### src/rtl/core/edf_pkg.sv
// escaped frame deframer package: frame phase codes, framing bytes and stage structs
// used by every module of the deframer; depends on nothing
`default_nettype none

package edf_pkg;

  localparam logic [7:0] FLAG_BYTE   = 8'hFF;
  localparam logic [7:0] ESCAPE_BYTE = 8'hFE;
  localparam int unsigned LEN_W      = 10;
  localparam logic [LEN_W-1:0] LEN_MAX = {LEN_W{1'b1}};

  typedef enum logic [2:0] {
    PH_HUNT = 3'b001,
    PH_BODY = 3'b010,
    PH_ESC  = 3'b100
  } phase_t;

  typedef struct packed {
    logic       vld;
    logic [7:0] rx_byte;
  } rx_item_t;

  typedef struct packed {
    logic [7:0]       data_byte;
    logic             is_data;
    logic [LEN_W-1:0] frame_length;
    logic             checksum_ok;
    logic             frame_error;
  } result_t;

endpackage

`default_nettype wire

### src/rtl/core/edf_in_stage.sv
// input register of the deframer: holds one received byte until the decoder takes it
// depends on edf_pkg
`default_nettype none

module edf_in_stage
  import edf_pkg::*;
(
  input  wire logic       clk,
  input  wire logic       rst,
  input  wire logic       rx_valid,
  input  wire logic [7:0] rx_byte,
  input  wire logic       advance,
  output logic            rx_stall,
  output rx_item_t        item
);

  logic       vld;
  logic [7:0] held;
  logic       accept;

  assign rx_stall = vld && !advance;
  assign accept   = rx_valid && !rx_stall;

  always_ff @(posedge clk) begin
    if (rst) begin
      vld <= 1'b0;
    end else begin
      vld <= accept || (vld && !advance);
    end
  end

  always_ff @(posedge clk) begin
    if (accept) begin
      held <= rx_byte;
    end
  end

  assign item.vld     = vld;
  assign item.rx_byte = held;

endmodule

`default_nettype wire

### src/rtl/core/edf_decode.sv
// frame decoder: hunt, unescape, running xor, one-byte holdback and end marker
// depends on edf_pkg
`default_nettype none

module edf_decode
  import edf_pkg::*;
#(
  parameter int unsigned MAX_FRAME = 1024
) (
  input  wire logic     clk,
  input  wire logic     rst,
  input  wire logic     check_enable,
  input  wire rx_item_t item,
  input  wire logic     advance,
  output logic          emit,
  output result_t       result
);

  localparam int unsigned CW = $clog2(MAX_FRAME + 1);
  localparam int unsigned LW = (CW > LEN_W) ? CW : LEN_W;

  phase_t        phase, phase_next;
  logic          hdr_seen, hdr_seen_next;
  logic [7:0]    held_byte, held_byte_next;
  logic          held_valid, held_valid_next;
  logic [7:0]    running_xor, running_xor_next;
  logic [CW-1:0] decoded_count, decoded_count_next;
  logic          overflow_seen, overflow_seen_next;

  logic [7:0]    b;
  logic [7:0]    d;
  logic          take;
  logic          finish;
  logic          body_path;
  logic          full;
  logic [CW-1:0] len_full;
  logic [LW-1:0] len_wide;
  logic [LEN_W-1:0] len;
  logic          err;

  assign b        = item.rx_byte;
  assign full     = decoded_count >= CW'(MAX_FRAME);
  assign len_full = (decoded_count == '0) ? '0 : decoded_count - CW'(1);
  assign len_wide = LW'(len_full);
  assign len      = (len_wide > LW'(LEN_MAX)) ? LEN_MAX : len_wide[LEN_W-1:0];
  assign err      = (decoded_count < CW'(2)) || overflow_seen ||
                    (check_enable && (running_xor != 8'h00));

  always_comb begin
    phase_next         = phase;
    hdr_seen_next      = hdr_seen;
    held_byte_next     = held_byte;
    held_valid_next    = held_valid;
    running_xor_next   = running_xor;
    decoded_count_next = decoded_count;
    overflow_seen_next = overflow_seen;
    d                  = b;
    take               = 1'b0;
    finish             = 1'b0;
    body_path          = 1'b0;

    case (phase)
      PH_ESC: begin
        d          = ESCAPE_BYTE | b;
        take       = 1'b1;
        phase_next = PH_BODY;
      end
      PH_BODY: begin
        body_path = 1'b1;
      end
      PH_HUNT: begin
        if (b == FLAG_BYTE) begin
          if (!hdr_seen) begin
            hdr_seen_next = 1'b1;
          end else begin
            phase_next = PH_BODY;
          end
        end else begin
          body_path = 1'b1;
        end
      end
      default: begin
        phase_next = PH_HUNT;
      end
    endcase

    if (body_path) begin
      if (b == FLAG_BYTE) begin
        finish = 1'b1;
      end else if (b == ESCAPE_BYTE) begin
        phase_next = PH_ESC;
      end else begin
        take       = 1'b1;
        phase_next = PH_BODY;
      end
    end

    if (take) begin
      running_xor_next = running_xor ^ d;
      if (full) begin
        overflow_seen_next = 1'b1;
      end else begin
        decoded_count_next = decoded_count + CW'(1);
        held_byte_next     = d;
        held_valid_next    = 1'b1;
      end
    end

    if (finish) begin
      phase_next         = PH_HUNT;
      hdr_seen_next      = 1'b0;
      held_byte_next     = 8'h00;
      held_valid_next    = 1'b0;
      running_xor_next   = 8'h00;
      decoded_count_next = '0;
      overflow_seen_next = 1'b0;
    end
  end

  assign emit = item.vld && (finish || (take && !full && held_valid));

  always_comb begin
    if (finish) begin
      result.data_byte    = 8'h00;
      result.is_data      = 1'b0;
      result.frame_length = len;
      result.checksum_ok  = (running_xor == 8'h00);
      result.frame_error  = err;
    end else begin
      result.data_byte    = held_byte;
      result.is_data      = 1'b1;
      result.frame_length = '0;
      result.checksum_ok  = 1'b0;
      result.frame_error  = 1'b0;
    end
  end

  always_ff @(posedge clk) begin
    if (rst) begin
      phase         <= PH_HUNT;
      hdr_seen      <= 1'b0;
      held_byte     <= 8'h00;
      held_valid    <= 1'b0;
      running_xor   <= 8'h00;
      decoded_count <= '0;
      overflow_seen <= 1'b0;
    end else if (advance) begin
      phase         <= phase_next;
      hdr_seen      <= hdr_seen_next;
      held_byte     <= held_byte_next;
      held_valid    <= held_valid_next;
      running_xor   <= running_xor_next;
      decoded_count <= decoded_count_next;
      overflow_seen <= overflow_seen_next;
    end
  end

endmodule

`default_nettype wire

### src/rtl/core/edf_out_stage.sv
// result register of the deframer: holds one data byte or end marker for the consumer
// depends on edf_pkg
`default_nettype none

module edf_out_stage
  import edf_pkg::*;
(
  input  wire logic    clk,
  input  wire logic    rst,
  input  wire logic    load,
  input  wire result_t load_res,
  input  wire logic    res_stall,
  output logic         ready,
  output logic         res_valid,
  output result_t      res
);

  assign ready = !res_valid || !res_stall;

  always_ff @(posedge clk) begin
    if (rst) begin
      res_valid <= 1'b0;
    end else if (ready) begin
      res_valid <= load;
    end
  end

  always_ff @(posedge clk) begin
    if (ready && load) begin
      res <= load_res;
    end
  end

endmodule

`default_nettype wire

### src/rtl/core/escaped_frame_deframer.sv
// top level of the escaped frame deframer: apb register, input stage, decoder, result stage
// depends on edf_pkg, edf_in_stage, edf_decode, edf_out_stage
`default_nettype none

// Byte-stuffed frame receiver. One raw byte per transfer on the rx channel; up to two
// leading 0xFF bytes open a frame, 0xFE escapes the next byte (decoded as 0xFE OR byte),
// an unescaped 0xFF closes it. Decoded bytes leave one per transfer on the res channel,
// always one byte behind so the trailing checksum is never shown as data; a frame close
// gives a marker (is_data 0) with length, checksum status and error flag. A byte is taken
// every clock cycle while the result channel does not stall; the result a byte causes is
// held in the input register, worked out by the combinational decoder and then
// registered in the result register.
// check_enable (offset 0x0, bit 0, reset 0) makes a nonzero xor a frame error; write it
// only while no frame is in flight.
module escaped_frame_deframer
  import edf_pkg::*;
#(
  parameter int unsigned MAX_FRAME = 1024
) (
  input  wire logic        clk,
  input  wire logic        rst,
  input  wire logic        psel,
  input  wire logic        penable,
  input  wire logic        pwrite,
  input  wire logic [2:0]  paddr,
  input  wire logic [31:0] pwdata,
  output logic [31:0]      prdata,
  output logic             pready,
  input  wire logic        rx_valid,
  output logic             rx_stall,
  input  wire logic [7:0]  rx_byte,
  output logic             res_valid,
  input  wire logic        res_stall,
  output logic [7:0]       data_byte,
  output logic             is_data,
  output logic [LEN_W-1:0] frame_length,
  output logic             checksum_ok,
  output logic             frame_error
);

  logic     check_enable;
  logic     reg_write;
  rx_item_t item;
  logic     advance;
  logic     out_ready;
  logic     emit;
  result_t  step_res;
  result_t  res;

  assign pready    = 1'b1;
  assign reg_write = psel && penable && pwrite && pready;
  assign prdata    = (paddr[2] == 1'b0) ? {31'b0, check_enable} : 32'b0;

  always_ff @(posedge clk) begin
    if (rst) begin
      check_enable <= 1'b0;
    end else if (reg_write && (paddr[2] == 1'b0)) begin
      check_enable <= pwdata[0];
    end
  end

  assign advance = item.vld && out_ready;

  edf_in_stage u_in (
    .clk      (clk),
    .rst      (rst),
    .rx_valid (rx_valid),
    .rx_byte  (rx_byte),
    .advance  (advance),
    .rx_stall (rx_stall),
    .item     (item)
  );

  edf_decode #(
    .MAX_FRAME (MAX_FRAME)
  ) u_decode (
    .clk          (clk),
    .rst          (rst),
    .check_enable (check_enable),
    .item         (item),
    .advance      (advance),
    .emit         (emit),
    .result       (step_res)
  );

  edf_out_stage u_out (
    .clk       (clk),
    .rst       (rst),
    .load      (emit),
    .load_res  (step_res),
    .res_stall (res_stall),
    .ready     (out_ready),
    .res_valid (res_valid),
    .res       (res)
  );

  assign data_byte    = res.data_byte;
  assign is_data      = res.is_data;
  assign frame_length = res.frame_length;
  assign checksum_ok  = res.checksum_ok;
  assign frame_error  = res.frame_error;

  a_data_clean: assert property (@(posedge clk) disable iff (rst)
    res_valid && is_data |-> (frame_length == '0) && !checksum_ok && !frame_error)
    else $error("data transfer carries marker fields");

  a_len_bound: assert property (@(posedge clk) disable iff (rst)
    res_valid && !is_data |-> (32'(frame_length) <= MAX_FRAME - 1))
    else $error("frame length beyond frame bound");

  a_short_err: assert property (@(posedge clk) disable iff (rst)
    res_valid && !is_data && (frame_length == '0) |-> frame_error)
    else $error("short frame without error flag");

endmodule

`default_nettype wire

### config.mk
export PLATFORM = sky130hd
export DESIGN_NAME = escaped_frame_deframer
export DESIGN_NICKNAME = d
export VERILOG_FILES = /design/src/rtl/core/edf_pkg.sv /design/src/rtl/core/edf_in_stage.sv /design/src/rtl/core/edf_decode.sv /design/src/rtl/core/edf_out_stage.sv /design/src/rtl/core/escaped_frame_deframer.sv
export SDC_FILE = /design/constraint.sdc
export NUM_CORES = 1
export LEC_CHECK = 0
export BUFFER_PORTS_ARGS = -buffer_cell sky130_fd_sc_hd__buf_2
export CAP_MARGIN = 20
export CORE_MARGIN = 5
export CORE_UTILIZATION = 25
export CTS_CLUSTER_DIAMETER = 200
export DETAILED_ROUTE_END_ITERATION = 8
export HOLD_SLACK_MARGIN = 0.05
export SLEW_MARGIN = 5
export SYNTH_ARGS = -nofsm -noshare
export SYNTH_HDL_FRONTEND = slang
export SYNTH_SLANG_ARGS = --single-unit
### constraint.sdc
create_clock -name clk -period 6.38 [get_ports clk]
set_clock_uncertainty 0.1 [all_clocks]
set_input_delay 0.957 -clock clk [delete_from_list [all_inputs] [get_ports clk]]
set_output_delay 0.957 -clock clk [all_outputs]
set_load 0.02 [all_outputs]
==> metrics.txt <==
Layout area overhead 16.3%; core box area 13100 µm²; antenna-violating nets left 0; number of hold buffers added after CTS 0; vias per cell 4.56; final setup vio count 0; via count 2519; CTS buffer count 9; fin nets 424; Pleak 1.41 nW; DIE AREA 15800 µm²; Max transition margin 0.336; CTS-repair resized insts 0; Worst-Margin Slew 994 ps; die width 126 µm; Yosys cell types 57; total gr overflow 0; status complete, no violations; crit end category flip-flop; post-layout util 0.295; DRC viols 0; Critical path buffers and inverters 1; PwrDens 287 nW/µm²; CTS Root Cell clkbuf_16; Max-Cap Viols 0; I/O Pins 106; CTS clk-pin slew, worst paths 50 ps; CTS tree built; initial antenna violation count 0; Slowest Stage Delay on Critical Path 1020 ps; H-tree Lvls 3; num rows 42; setup ws final 3610 ps; asr flop ratio synth 0; Post CTS Setup Buffer Count 0; Avg WL per Cell 13.1 µm; die outline height 126 µm; flops & latches, synth 65; WL final 7270 µm; DP Wirelength 5110 µm; Synth Instances 344; Setup crit start kind primary input; first-pass detailed-route iteration total 4; register area share after synthesis 0.477; Tmin final 2770 ps; EDFF count, synth 29; post-route setup TNS 0 ps; Crit-path slowest cell o21bai_1; YS warnings 0; crit-path cells buf_2 -> nand2_1 -> nand2_1 -> o21bai_1 -> nor2_1; pin count of the biggest net entering global routing 34; critical path's top delay family compound AO/OA/AOI/OAI gates; drt initial violations 180; mapped cell area 3340 µm²; Top FF cell, synth dfxtp_1; Ant. Diodes 0; RSZ-0062 raised after global routing no; Max VDD drop 0.134 mV; clk sinks 65; arrival time at the worst endpoint 2830 ps; CP Max Fanout 27; Syn Area/Cell 9.70 µm²; hold slack 358 ps; worst slack, placed 3220 ps; final hold vios 0; most frequent cell on the critical path nand2_1; first-pass GRT wire length 11800 µm; Starting Density 0.254; required time of the worst setup path 6450 ps; vias in the first global route 2415; clk buf depth 2; Total GRT Usage 0.0923; critical path type primary input to flip-flop; Slew Limit Fails 0; Hold Path Class flip-flop to flip-flop; GPL Wtd Cong 0.788; I/O Buffers 40; share of cells above drive strength 1 0.175; clk_lat worst skew 320 ps; Max Fclk 361 MHz; Period Utilization, post-route 0.434
[power breakdown]
part	total (W)	internal, W	leakage [nW]	switching, W
clock network	0.000532	0.000364	0.163	0.000168
logic	0.000112	0.0000376	0.692	0.0000746
registers	0.000467	0.000452	0.558	0.0000155
[metal layers]
metal	share of wire	GRT usage	wire length, µm	vias up
met5	0	0	0	-
li1	-	-	-	1239
met4	0.013	0.0427	95	0
met2	0.44	0.134	3160	103
met1	0.47	0.121	3390	1169
met3	0.085	0.0345	617	8
[final cells by class]
cell class | instances | area (µm²)
sequential | 65 | 1590
fill | 1407 | 9260
timing repair buffer | 42 | 233
clock buffer | 12 | 256
clock inverter | 4 | 73.8
multi-input combinational | 247 | 1480
inverter | 7 | 26.3
tap | 176 | 220
[synthesized netlist by cell type (5+ instances only)]
| master | count | area, µm² |
|---|---|---|
| o211ai_1 | 5 | 37.5 |
| o21ai_0 | 6 | 30.0 |
| and2_1 | 10 | 62.6 |
| nor2_1 | 38 | 143 |
| a211oi_1 | 9 | 67.6 |
| nand3_1 | 8 | 40.0 |
| buf_2 | 5 | 25.0 |
| inv_1 | 6 | 22.5 |
| o2bb2ai_1 | 7 | 61.3 |
| and3_1 | 5 | 31.3 |
| xnor2_1 | 10 | 87.6 |
| clkbuf_1 | 15 | 56.3 |
| edfxtp_1 | 29 | 871 |
| nor3_1 | 5 | 25.0 |
| a31oi_1 | 11 | 68.8 |
| buf_4 | 33 | 248 |
| dfxtp_1 | 36 | 721 |
| or4_1 | 5 | 37.5 |
| nand2_1 | 25 | 93.8 |
| a21oi_1 | 14 | 70.1 |
| nor4_1 | 5 | 31.3 |
[final timing paths]
| check | startpoint | end | slack (ps) | cells after the start |
|---|---|---|---|---|
| min | u_decode.held_byte[7]$_SDFFE_PP0P_ | u_decode.held_byte[7]$_SDFFE_PP0P_ | 360 | 1 |
| min reg2reg | u_decode.held_byte[7]$_SDFFE_PP0P_ | u_decode.held_byte[7]$_SDFFE_PP0P_ | 360 | 1 |
| max | res_stall | u_decode.running_xor[3]$_SDFFE_PP0P_ | 3610 | 5 |
| max reg2reg | u_decode.phase[1]$_SDFFE_PP0P_ | u_out.res[12]$_DFFE_PP_ | 3880 | 6 |
[metrics by stage]
step	cell area (µm²)	std cells	power [W]
3_3_place_gp	3520	536	0.000582
4_1_cts	3850	552	0.00113
3_5_place_dp	3520	536	0.000587
6_report	3880	553	0.00111
2_1_floorplan	3450	374	0.000578
5_1_grt	3880	553	0.00116
[sequential cells by signal, summed over array words and instances (netlist names), 3 cells and up]
name                    cells
u_decode.held_byte          8
u_out.res                  21
u_in.held                   8
u_decode.running_xor        8
u_decode.phase              3
u_decode.decoded_count     11
[kinds of logic (layout without fill, tap and decap cells)]
| family | Yosys count | in the layout | synth area share |
|---|---|---|---|
| xor gates and xnor gates | 13 | 13 | 0.0398 |
| other | 2 | 32 | 0.00225 |
| muxes | 2 | 2 | 0.00600 |
| AOI/OAI and AO/OA | 70 | 70 | 0.149 |
| adders and majority gates | 4 | 4 | 0.0135 |
| and+or+nand+nor | 126 | 126 | 0.199 |
| DFF | 65 | 65 | 0.477 |
| buffers and inverters | 62 | 65 | 0.113 |
[cell usage in the layout, fill, tap and decap left out, types with 3 or more instances in the layout]
cell	Yosys	layout
edfxtp_1	29	29
xnor2_1	10	10
clkbuf_16	0	10
nand2_1	25	25
nand4_1	4	4
and2_1	10	10
conb_1	2	32
inv_1	6	6
buf_2	5	40
o2bb2ai_1	7	7
or4_1	5	5
nand3_1	8	8
a21oi_1	14	14
o311ai_0	3	3
nor2_1	38	38
o211ai_1	5	5
nand2b_1	3	3
nor4_1	5	5
nor2b_1	4	4
a31oi_1	11	11
o22ai_1	3	3
o21ai_0	6	6
and3_1	5	5
dfxtp_1	36	36
a211oi_1	9	9
nor3_1	5	5
[worst register-to-register path: stages (launching register included)]
cell and delay, ps:
dfxtp_1 610, nand4bb_1 140, or3_1 480, clkbuf_16 230
a21boi_0 170, nor2_1 130, buf_4 300
Note: power is estimated with default switching activity, not from simulation.
